**src/design/tmaf_pkg.sv**
```systemverilog
`timescale 1ns / 1ps

package tmaf_pkg;

  localparam int unsigned CODE_W = 13;
  localparam int unsigned MV_W   = 14;

  // Millivolt scaling: code * ADC_REF / ADC_FULL * MV_NUM / MV_DEN
  localparam int unsigned ADC_REF  = 2563;
  localparam int unsigned ADC_FULL = 8191;
  localparam int unsigned MV_NUM   = 321;
  localparam int unsigned MV_DEN   = 51;
  localparam logic [MV_W-1:0] MV_MAX = 14'd16383;

  typedef enum logic [3:0] {
    OP_NONE,
    OP_WRITE,
    OP_WALK,
    OP_TRIM,
    OP_RECIP,
    OP_BACK,
    OP_FIX,
    OP_SCALE,
    OP_LOAD
  } op_t;

  // Which constant divide is in flight
  typedef enum logic [1:0] {
    DIV_WIN,
    DIV_ADC,
    DIV_MV
  } div_sel_t;

  typedef struct packed {
    op_t      op;
    div_sel_t dsel;
  } cmd_t;

  typedef struct packed {
    logic walk_last;
    logic out_busy;
  } stat_t;

endpackage

```
**src/design/trimmed_mean_adc_filter.sv**
```systemverilog
`timescale 1ns / 1ps
// Channel | Ports              | Beat contents
// input   | in_tvalid/tready   | in_tdata[12:0] sample
// result  | out_tvalid/tready  | out_tdata[12:0] filtered_code, [26:13] voltage_mv
//
// For one item, the window walk reads one stored sample per cycle, then three
// constant divides each run a reciprocal multiply, a back-multiply and a fix
// step, sharing one multiplier, with one scale step between them.
// rst_n is synchronous; it clears the sample window, the write slot and control.
// A finished result waits in the output register; a stall there holds only the
// final load step, the next input beat is taken as soon as the load is done.
module trimmed_mean_adc_filter #(
  parameter int WINDOW_LEN  = 10,
  parameter int SAMPLE_BITS = 13
) (
  input  logic        clk,
  input  logic        rst_n,
  input  logic        in_tvalid,
  output logic        in_tready,
  input  logic [15:0] in_tdata,   // [12:0] sample, [15:13] zero
  output logic        out_tvalid,
  input  logic        out_tready,
  output logic [31:0] out_tdata   // [12:0] filtered_code, [26:13] voltage_mv, [31:27] zero
);

  tmaf_pkg::cmd_t  cmd;
  tmaf_pkg::stat_t stat;
  logic [tmaf_pkg::CODE_W-1:0] out_code;
  logic [tmaf_pkg::MV_W-1:0]   out_mv;

  tmaf_ctrl u_ctrl (
    .clk       (clk),
    .rst_n     (rst_n),
    .in_tvalid (in_tvalid),
    .in_tready (in_tready),
    .stat      (stat),
    .cmd       (cmd)
  );

  tmaf_dp #(
    .WINDOW_LEN  (WINDOW_LEN),
    .SAMPLE_BITS (SAMPLE_BITS)
  ) u_dp (
    .clk        (clk),
    .rst_n      (rst_n),
    .cmd        (cmd),
    .stat       (stat),
    .in_sample  (in_tdata[tmaf_pkg::CODE_W-1:0]),
    .out_tready (out_tready),
    .out_tvalid (out_tvalid),
    .out_code   (out_code),
    .out_mv     (out_mv)
  );

  assign out_tdata = {5'b0, out_mv, out_code};

endmodule

```
**src/design/tmaf_ctrl.sv**
```systemverilog
`timescale 1ns / 1ps

module tmaf_ctrl (
  input  logic             clk,
  input  logic             rst_n,
  input  logic             in_tvalid,
  output logic             in_tready,
  input  tmaf_pkg::stat_t  stat,
  output tmaf_pkg::cmd_t   cmd
);

  typedef enum logic [2:0] {
    S_IDLE,
    S_WALK,
    S_TRIM,
    S_RECIP,
    S_BACK,
    S_FIX,
    S_SCALE,
    S_OUT
  } state_t;

  state_t             state_r, state_nxt;
  tmaf_pkg::div_sel_t dsel_r, dsel_nxt;
  logic               rdy_r, rdy_nxt;

  assign in_tready = rdy_r;

  always_comb begin
    state_nxt = state_r;
    dsel_nxt  = dsel_r;
    rdy_nxt   = rdy_r;
    case (state_r)
      S_IDLE: begin
        if (in_tvalid && rdy_r) begin
          state_nxt = S_WALK;
          dsel_nxt  = tmaf_pkg::DIV_WIN;
          rdy_nxt   = 1'b0;
        end
      end
      S_WALK: begin
        if (stat.walk_last) begin
          state_nxt = S_TRIM;
        end
      end
      S_TRIM:  state_nxt = S_RECIP;
      S_RECIP: state_nxt = S_BACK;
      S_BACK:  state_nxt = S_FIX;
      S_FIX: begin
        case (dsel_r)
          tmaf_pkg::DIV_WIN: begin
            state_nxt = S_SCALE;
            dsel_nxt  = tmaf_pkg::DIV_ADC;
          end
          tmaf_pkg::DIV_ADC: begin
            state_nxt = S_SCALE;
            dsel_nxt  = tmaf_pkg::DIV_MV;
          end
          default: state_nxt = S_OUT;
        endcase
      end
      S_SCALE: state_nxt = S_RECIP;
      S_OUT: begin
        // hold until the output register is free
        if (!stat.out_busy) begin
          state_nxt = S_IDLE;
          rdy_nxt   = 1'b1;
        end
      end
      default: begin
        state_nxt = S_IDLE;
        rdy_nxt   = 1'b1;
      end
    endcase
  end

  always_comb begin
    cmd.dsel = dsel_r;
    case (state_r)
      S_IDLE:  cmd.op = (in_tvalid && rdy_r) ? tmaf_pkg::OP_WRITE : tmaf_pkg::OP_NONE;
      S_WALK:  cmd.op = tmaf_pkg::OP_WALK;
      S_TRIM:  cmd.op = tmaf_pkg::OP_TRIM;
      S_RECIP: cmd.op = tmaf_pkg::OP_RECIP;
      S_BACK:  cmd.op = tmaf_pkg::OP_BACK;
      S_FIX:   cmd.op = tmaf_pkg::OP_FIX;
      S_SCALE: cmd.op = tmaf_pkg::OP_SCALE;
      S_OUT:   cmd.op = stat.out_busy ? tmaf_pkg::OP_NONE : tmaf_pkg::OP_LOAD;
      default: cmd.op = tmaf_pkg::OP_NONE;
    endcase
  end

  always_ff @(posedge clk) begin
    if (!rst_n) begin
      state_r <= S_IDLE;
      dsel_r  <= tmaf_pkg::DIV_WIN;
      rdy_r   <= 1'b1;
    end else begin
      state_r <= state_nxt;
      dsel_r  <= dsel_nxt;
      rdy_r   <= rdy_nxt;
    end
  end

endmodule

```
**src/design/tmaf_dp.sv**
```systemverilog
`timescale 1ns / 1ps

module tmaf_dp #(
  parameter int WINDOW_LEN  = 10,
  parameter int SAMPLE_BITS = 13
) (
  input  logic                         clk,
  input  logic                         rst_n,
  input  tmaf_pkg::cmd_t               cmd,
  output tmaf_pkg::stat_t              stat,
  input  logic [tmaf_pkg::CODE_W-1:0]  in_sample,
  input  logic                         out_tready,
  output logic                         out_tvalid,
  output logic [tmaf_pkg::CODE_W-1:0]  out_code,
  output logic [tmaf_pkg::MV_W-1:0]    out_mv
);

  localparam int SLOT_W = $clog2(WINDOW_LEN);
  localparam int SUM_W  = SAMPLE_BITS + $clog2(WINDOW_LEN);
  localparam int MEAN_W = SAMPLE_BITS;
  // widest dividend: mean * ADC_REF
  localparam int X_W    = SAMPLE_BITS + 12;
  localparam int R_W    = X_W + 1;
  localparam int P_W    = X_W + R_W;

  localparam longint unsigned SCALE_ONE = 64'd1 << X_W;
  localparam logic [R_W-1:0] RECIP_WIN = R_W'(SCALE_ONE / (WINDOW_LEN - 2));
  localparam logic [R_W-1:0] RECIP_ADC = R_W'(SCALE_ONE / tmaf_pkg::ADC_FULL);
  localparam logic [R_W-1:0] RECIP_MV  = R_W'(SCALE_ONE / tmaf_pkg::MV_DEN);

  logic [SAMPLE_BITS-1:0] win_r [WINDOW_LEN];
  logic [SLOT_W-1:0]      wr_slot_r;
  logic [SLOT_W-1:0]      rd_idx_r;
  logic [SUM_W-1:0]       sum_r;
  logic [SAMPLE_BITS-1:0] hi_r, lo_r;
  logic [X_W-1:0]         x_r, q_r;
  logic [P_W-1:0]         prod_r;
  logic [MEAN_W-1:0]      mean_r;
  logic                         out_valid_r, out_valid_nxt;
  logic [tmaf_pkg::CODE_W-1:0]  out_code_r;
  logic [tmaf_pkg::MV_W-1:0]    out_mv_r;

  logic [tmaf_pkg::CODE_W+SAMPLE_BITS-1:0] sample_ext;
  logic [SAMPLE_BITS-1:0]  sample_s;
  logic [SLOT_W-1:0]       slot_use;
  logic [SAMPLE_BITS-1:0]  rd_val;
  logic [SUM_W-1:0]        trim_diff;
  logic [X_W-1:0]          d_val;
  logic [R_W-1:0]          recip_val, k_val;
  logic [X_W-1:0]          mul_a, q_est, rem;
  logic [R_W-1:0]          mul_b;
  logic [P_W-1:0]          mul_p;
  logic [MEAN_W+tmaf_pkg::CODE_W-1:0] code_ext;
  logic [tmaf_pkg::MV_W-1:0] mv_sat;

  assign sample_ext = {{SAMPLE_BITS{1'b0}}, in_sample};
  assign sample_s   = sample_ext[SAMPLE_BITS-1:0];
  assign slot_use   = ({1'b0, wr_slot_r} >= (SLOT_W+1)'(WINDOW_LEN)) ? '0 : wr_slot_r;
  assign rd_val     = win_r[rd_idx_r];
  assign trim_diff  = sum_r - SUM_W'(hi_r) - SUM_W'(lo_r);
  assign q_est      = prod_r[X_W +: X_W];
  assign rem        = x_r - prod_r[X_W-1:0];
  assign code_ext   = {{tmaf_pkg::CODE_W{1'b0}}, mean_r};
  assign mv_sat     = (q_r > X_W'(tmaf_pkg::MV_MAX)) ? tmaf_pkg::MV_MAX
                                                     : q_r[tmaf_pkg::MV_W-1:0];

  always_comb begin
    case (cmd.dsel)
      tmaf_pkg::DIV_WIN: begin
        d_val     = X_W'(WINDOW_LEN - 2);
        recip_val = RECIP_WIN;
        k_val     = '0;
      end
      tmaf_pkg::DIV_ADC: begin
        d_val     = X_W'(tmaf_pkg::ADC_FULL);
        recip_val = RECIP_ADC;
        k_val     = R_W'(tmaf_pkg::ADC_REF);
      end
      tmaf_pkg::DIV_MV: begin
        d_val     = X_W'(tmaf_pkg::MV_DEN);
        recip_val = RECIP_MV;
        k_val     = R_W'(tmaf_pkg::MV_NUM);
      end
      default: begin
        d_val     = X_W'(1);
        recip_val = '0;
        k_val     = '0;
      end
    endcase
  end

  // one shared multiplier: reciprocal estimate, back-multiply, scale
  always_comb begin
    case (cmd.op)
      tmaf_pkg::OP_RECIP: begin
        mul_a = x_r;
        mul_b = recip_val;
      end
      tmaf_pkg::OP_BACK: begin
        mul_a = q_est;
        mul_b = {1'b0, d_val};
      end
      tmaf_pkg::OP_SCALE: begin
        mul_a = q_r;
        mul_b = k_val;
      end
      default: begin
        mul_a = x_r;
        mul_b = '0;
      end
    endcase
  end

  assign mul_p = P_W'(mul_a) * P_W'(mul_b);

  always_comb begin
    out_valid_nxt = out_valid_r;
    if (cmd.op == tmaf_pkg::OP_LOAD) begin
      out_valid_nxt = 1'b1;
    end else if (out_tready) begin
      out_valid_nxt = 1'b0;
    end
  end

  always_ff @(posedge clk) begin
    if (!rst_n) begin
      for (int k = 0; k < WINDOW_LEN; k++) begin
        win_r[k] <= '0;
      end
      wr_slot_r   <= '0;
      rd_idx_r    <= '0;
      out_valid_r <= 1'b0;
    end else begin
      out_valid_r <= out_valid_nxt;
      case (cmd.op)
        tmaf_pkg::OP_WRITE: begin
          win_r[slot_use] <= sample_s;
          wr_slot_r <= (slot_use == SLOT_W'(WINDOW_LEN - 1)) ? '0 : slot_use + 1'b1;
          rd_idx_r  <= '0;
        end
        tmaf_pkg::OP_WALK: begin
          rd_idx_r <= (rd_idx_r == SLOT_W'(WINDOW_LEN - 1)) ? '0 : rd_idx_r + 1'b1;
        end
        default: ;
      endcase
    end
  end

  always_ff @(posedge clk) begin
    case (cmd.op)
      tmaf_pkg::OP_WALK: begin
        if (rd_idx_r == '0) begin
          sum_r <= SUM_W'(rd_val);
          hi_r  <= rd_val;
          lo_r  <= rd_val;
        end else begin
          sum_r <= sum_r + SUM_W'(rd_val);
          if (rd_val > hi_r) hi_r <= rd_val;
          if (rd_val < lo_r) lo_r <= rd_val;
        end
      end
      tmaf_pkg::OP_TRIM:  x_r <= X_W'(trim_diff);
      tmaf_pkg::OP_RECIP: prod_r <= mul_p;
      tmaf_pkg::OP_BACK: begin
        q_r    <= q_est;
        prod_r <= mul_p;
      end
      // estimate is at most one low
      tmaf_pkg::OP_FIX:   q_r <= q_r + X_W'(rem >= d_val);
      tmaf_pkg::OP_SCALE: begin
        x_r <= mul_p[X_W-1:0];
        if (cmd.dsel == tmaf_pkg::DIV_ADC) mean_r <= q_r[MEAN_W-1:0];
      end
      tmaf_pkg::OP_LOAD: begin
        out_code_r <= code_ext[tmaf_pkg::CODE_W-1:0];
        out_mv_r   <= mv_sat;
      end
      default: ;
    endcase
  end

  assign stat.walk_last = (rd_idx_r == SLOT_W'(WINDOW_LEN - 1));
  assign stat.out_busy  = out_valid_r && !out_tready;
  assign out_tvalid     = out_valid_r;
  assign out_code       = out_code_r;
  assign out_mv         = out_mv_r;

`ifndef SYNTHESIS
  a_slot_range: assert property (@(posedge clk) disable iff (!rst_n)
    {1'b0, wr_slot_r} < (SLOT_W+1)'(WINDOW_LEN))
    else $error("write slot out of range");

  a_rd_range: assert property (@(posedge clk) disable iff (!rst_n)
    {1'b0, rd_idx_r} < (SLOT_W+1)'(WINDOW_LEN))
    else $error("walk index out of range");

  a_walk_order: assert property (@(posedge clk) disable iff (!rst_n)
    (cmd.op == tmaf_pkg::OP_WALK && stat.walk_last) |=> (hi_r >= lo_r))
    else $error("window max below min after walk");

  a_load_free: assert property (@(posedge clk) disable iff (!rst_n)
    (cmd.op == tmaf_pkg::OP_LOAD) |-> !(out_valid_r && !out_tready))
    else $error("result loaded over a stalled beat");
`endif

endmodule
```
**config.mk**
```make
export PLATFORM = sky130hd
export DESIGN_NAME = trimmed_mean_adc_filter
export DESIGN_NICKNAME = d
export VERILOG_FILES = /design/src/design/tmaf_pkg.sv /design/src/design/trimmed_mean_adc_filter.sv /design/src/design/tmaf_ctrl.sv /design/src/design/tmaf_dp.sv
export SDC_FILE = /design/constraint.sdc
export NUM_CORES = 2
export LEC_CHECK = 0
export ABC_AREA = 1
export CAP_MARGIN = 10
export CORE_UTILIZATION = 50
export DETAILED_ROUTE_END_ITERATION = 10
export DONT_BUFFER_PORTS = 1
export SLEW_MARGIN = 20
export SYNTH_ARGS = -nofsm -noshare
export SYNTH_HDL_FRONTEND = slang
export SYNTH_HIERARCHICAL = 1
export SYNTH_SLANG_ARGS = --single-unit
```
**constraint.sdc**
```tcl
create_clock -name clk -period 19.5 [get_ports clk]
set_input_delay 5.85 -clock clk [delete_from_list [all_inputs] [get_ports clk]]
set_output_delay 5.85 -clock clk [all_outputs]
set_load 0.03 [all_outputs]
```
==> results.md <==
* Status: completed
* Tot Pwr at slightly below 5 mW
* Distinct cells, synth at 50
* Min cycle time layout at 14.59 ns
* Synth warnings at 6
* Worst skew pair latency at 0.59 ns
* Post-CTS Hold Fix Bufs at 0
* DR iter-0 viols at roughly 2100
* Routed WL per cell at roughly 19 um
* CP peak stage delay at 0.57 ns
* Clk slew on worst S/H paths at about 0.060 ns
* Synth Instances at roughly 4100
* Die span in y at about 270 um
* CP Class: input pin to flip-flop
* CP Capture Type: flip-flop
* Pin slew with the least headroom to its limit at approximately 1.1 ns
* Commonest non-fill, non-tap cells in the layout: inv_1 (897), nor2_1 (630), nand2_1 (625)
* Core Rows at roughly 100
* Max-slew headroom at between 20 and 30%
* Synth Register Bits at a little over 400
* Critical path data arrival time at 14.87 ns
* Port bufs at 0
* Die area at about 74000 um2
* Largest net degree at the start of global routing at 100
* Max-slew violation count at 0
* CORE AREA at about 72000 um2
* Switching share of power at between 40% and 50%
* Placed cell count at approximately 5100
* Met3 routed WL at 5962 um
* Layout Skew at between 0.03 and 0.04 ns
* RSZ-0062 raised after global routing: false
* Post-DP HPWL at between 70000 and 80000 um
* Clock Sinks at 408
* Psw at 2.265 mW
* Startpoint Class: input pin
* Pre-antenna DRT Iters at 6
* M1 wire length at roughly 45000 um
* Postcts setup bufs at 0
* Final setup fails at 0
* Critical-path top delay cell: nor3_1
* Post_cts resized at 0
* Vias in the first global route at about 27000
* GRT Total Usage at a little over a quarter
* Initial Util at roughly half
* Setup_tns at 0 ns
* DRC errors left at 0
* Final WL at approximately 98000 um
* Gate power share at a little under three fifths
* Classification of the worst-slack hold path: flip-flop to flip-flop
* Crit Path Max Fanout at 27
* H-tree levels at 2
* First-pass GRT wire length at 153200 um
* Share of cells above drive strength 1 at under 10%
* Register area share after synthesis at between 30% and 40%
* Clock Path Buffers at 3
* Power Dens Cells at 122.6 nW/um2
* P&R area growth vs syn at 7.459%
* Post-Syn Area per Cell at between 8 and 9 um2
* Via density per instance at 5.259
* Die W at about 270 um
* Vias at between 20000 and 30000
* Cts bufs inserted at between 40 and 50
* Fill count at approximately 6800
* Root Buffer Master: clkbuf_16
* Layout Cells excl Fill at a little over 5000
* Overflow after GRT at 0
* Max Cap Viol at 0
* Final ANT Viol Nets at 0
* Ports at 54
* Routed wl met2 at approximately 44000 um
* Max Freq at 68.56 MHz
* # diodes at 0
* Storage element area at about 12000 um2
* Hold Fails Final Rpt at 0
* CP required at 19.79 ns
* Leakage power at 18.52 nW
* P_int at roughly 2.5 mW
* CTS tree: done
* DR top layer: met4
* Initial antenna violation count at 1
* Mapped Area at 36520 um2
* Peak VDD IR at about 0.00012 V
* Final nets at between 4000 and 5000
* Sequential share of power at about 28%
* Area occupied by multi-input gates at ~21000 um2
* Tcrit/Tclk final at between 70% and 80%
* Commonest non-fill, non-tap cell in the layout: inv_1
* Placer Congestion at between 0.9 and 1
* Clk network pwr share at between 15 and 20%
critical path, delay by kind of cell:
kind                     cells  cell delay, ns
adder cells (fa/ha/maj)      8            3.80
AO/OA/AOI/OAI                1            0.36
buffers and inverters       11            1.74
AND/OR/NAND/NOR             15            3.07
sequential cells by signal (all words and copies together), names as in the netlist, named ones only:
name	count
u_dp/win_r	208
u_dp/hi_r	13
u_dp/q_r	25
u_ctrl/dsel_r	2
u_ctrl/in_tready	1
u_dp/out_code	13
u_dp/lo_r	13
u_dp/out_mv	14
u_dp/rd_idx_r	4
u_ctrl/state_r	3
u_dp/sum_r	17
u_dp/mean_r	13
u_dp/prod_r	48
u_dp/out_tvalid	1
u_dp/x_r	25
u_dp/wr_slot_r	4
power groups by stage:
stage          clock, mW  sequential (mW)  combinational, mW
2_1_floorplan          0             1.32               1.85
3_3_place_gp           0             1.37               2.63
3_5_place_dp           0             1.37               2.66
4_1_cts            0.798             1.35               2.67
5_1_grt            0.827             1.37               3.01
6_report           0.781             1.35               2.68
synth_stat cells (all sizes together):
| cell | instances | area share (%) |
|---|---|---|
| inv | 910 | 9.4 |
| nor2 | 633 | 6.5 |
| nand2 | 627 | 6.5 |
| edfxtp | 389 | 32 |
| ha | 358 | 12 |
| fa | 323 | 18 |
| o21ai | 206 | 2.8 |
| a21oi | 130 | 1.8 |
| nand3 | 117 | 1.7 |
| clkbuf | 69 | 0.71 |
| xor2 | 61 | 1.5 |
| o221ai | 59 | 1.8 |
| nor3 | 31 | 0.46 |
| xnor2 | 27 | 0.65 |
| buf | 25 | 0.38 |
| or2 | 25 | 0.43 |
| dfxtp | 19 | 1.0 |
| nand4 | 18 | 0.31 |
| o211ai | 17 | 0.35 |
| o22ai | 15 | 0.29 |
| nand3b | 14 | 0.29 |
| o21bai | 14 | 0.29 |
| a21o | 13 | 0.27 |
| a31oi | 9 | 0.15 |
| nor4 | 8 | 0.14 |
| a21boi | 5 | 0.10 |
| a211oi | 3 | 0.062 |
| and2 | 3 | 0.051 |
| conb | 3 | 0.031 |
| nand2b | 2 | 0.034 |
| a211o | 1 | 0.024 |
| a221oi | 1 | 0.024 |
| a32o | 1 | 0.027 |
| and3 | 1 | 0.017 |
| clkinv | 1 | 0.010 |
| o21a | 1 | 0.021 |
final cells by class:
| type | instances | area share, % |
|---|---|---|
| Clock buffer | 60 | 2.956 |
| Clock inverter | 18 | 0.4177 |
| Inverter | 911 | 8.714 |
| Multi-Input combinational cell | 2816 | 53.56 |
| Sequential cell | 408 | 30.75 |
| Tap cell | 950 | 3.029 |
| Timing Repair Buffer | 30 | 0.5739 |
stage by stage:
step | hold slack [ns] | util (%) | cell area (um2) | setup slack [ns]
finish | 0.4185 | 54.61 | 39240 | 4.914
global route | 0.4249 | 54.61 | 39240 | 4.652
CTS | 0.4189 | 54.59 | 39230 | 4.870
detailed placement | 0.4045 | 52.75 | 37900 | 4.193
global placement | 0.4037 | 52.75 | 37900 | 4.263
floorplan | 0.4003 | - | 36850 | 6.093
final timing paths:
path / start / to / slack (ns) / cells past startpoint
hold / removal: u_dp/mean_r[7] / u_dp/out_code[7] / 0.42 / 0
hold reg to reg: u_dp/mean_r[7] / u_dp/out_code[7] / 0.42 / 0
setup reg to reg: u_ctrl/state_r[0] / u_dp/prod_r[36] / 9.34 / 38
setup / recovery: in_tvalid / u_dp/prod_r[36] / 4.91 / 35
routing by layer:
metal | up-vias | GRT usage [%]
met1 | 13190 | 39.16
li1 | 13210 | -
met5 | - | 0
met3 | 125 | 3.315
met2 | 793 | 42.80
met4 | 0 | 8.279
logic make-up after synthesis:
| logic type | Yosys count | share of synthesized area (%) |
|---|---|---|
| AO/OA/AOI/OAI | 475 | 8.038 |
| XOR/XNOR | 88 | 2.111 |
| adder cells (fa/ha/maj) | 681 | 29.97 |
| buffers and inverters | 1005 | 10.46 |
| flip-flops | 408 | 33.03 |
| other | 3 | 0.03084 |
| AND/OR/NAND/NOR | 1479 | 16.36 |
Note: power is estimated with default switching activity, not from simulation.
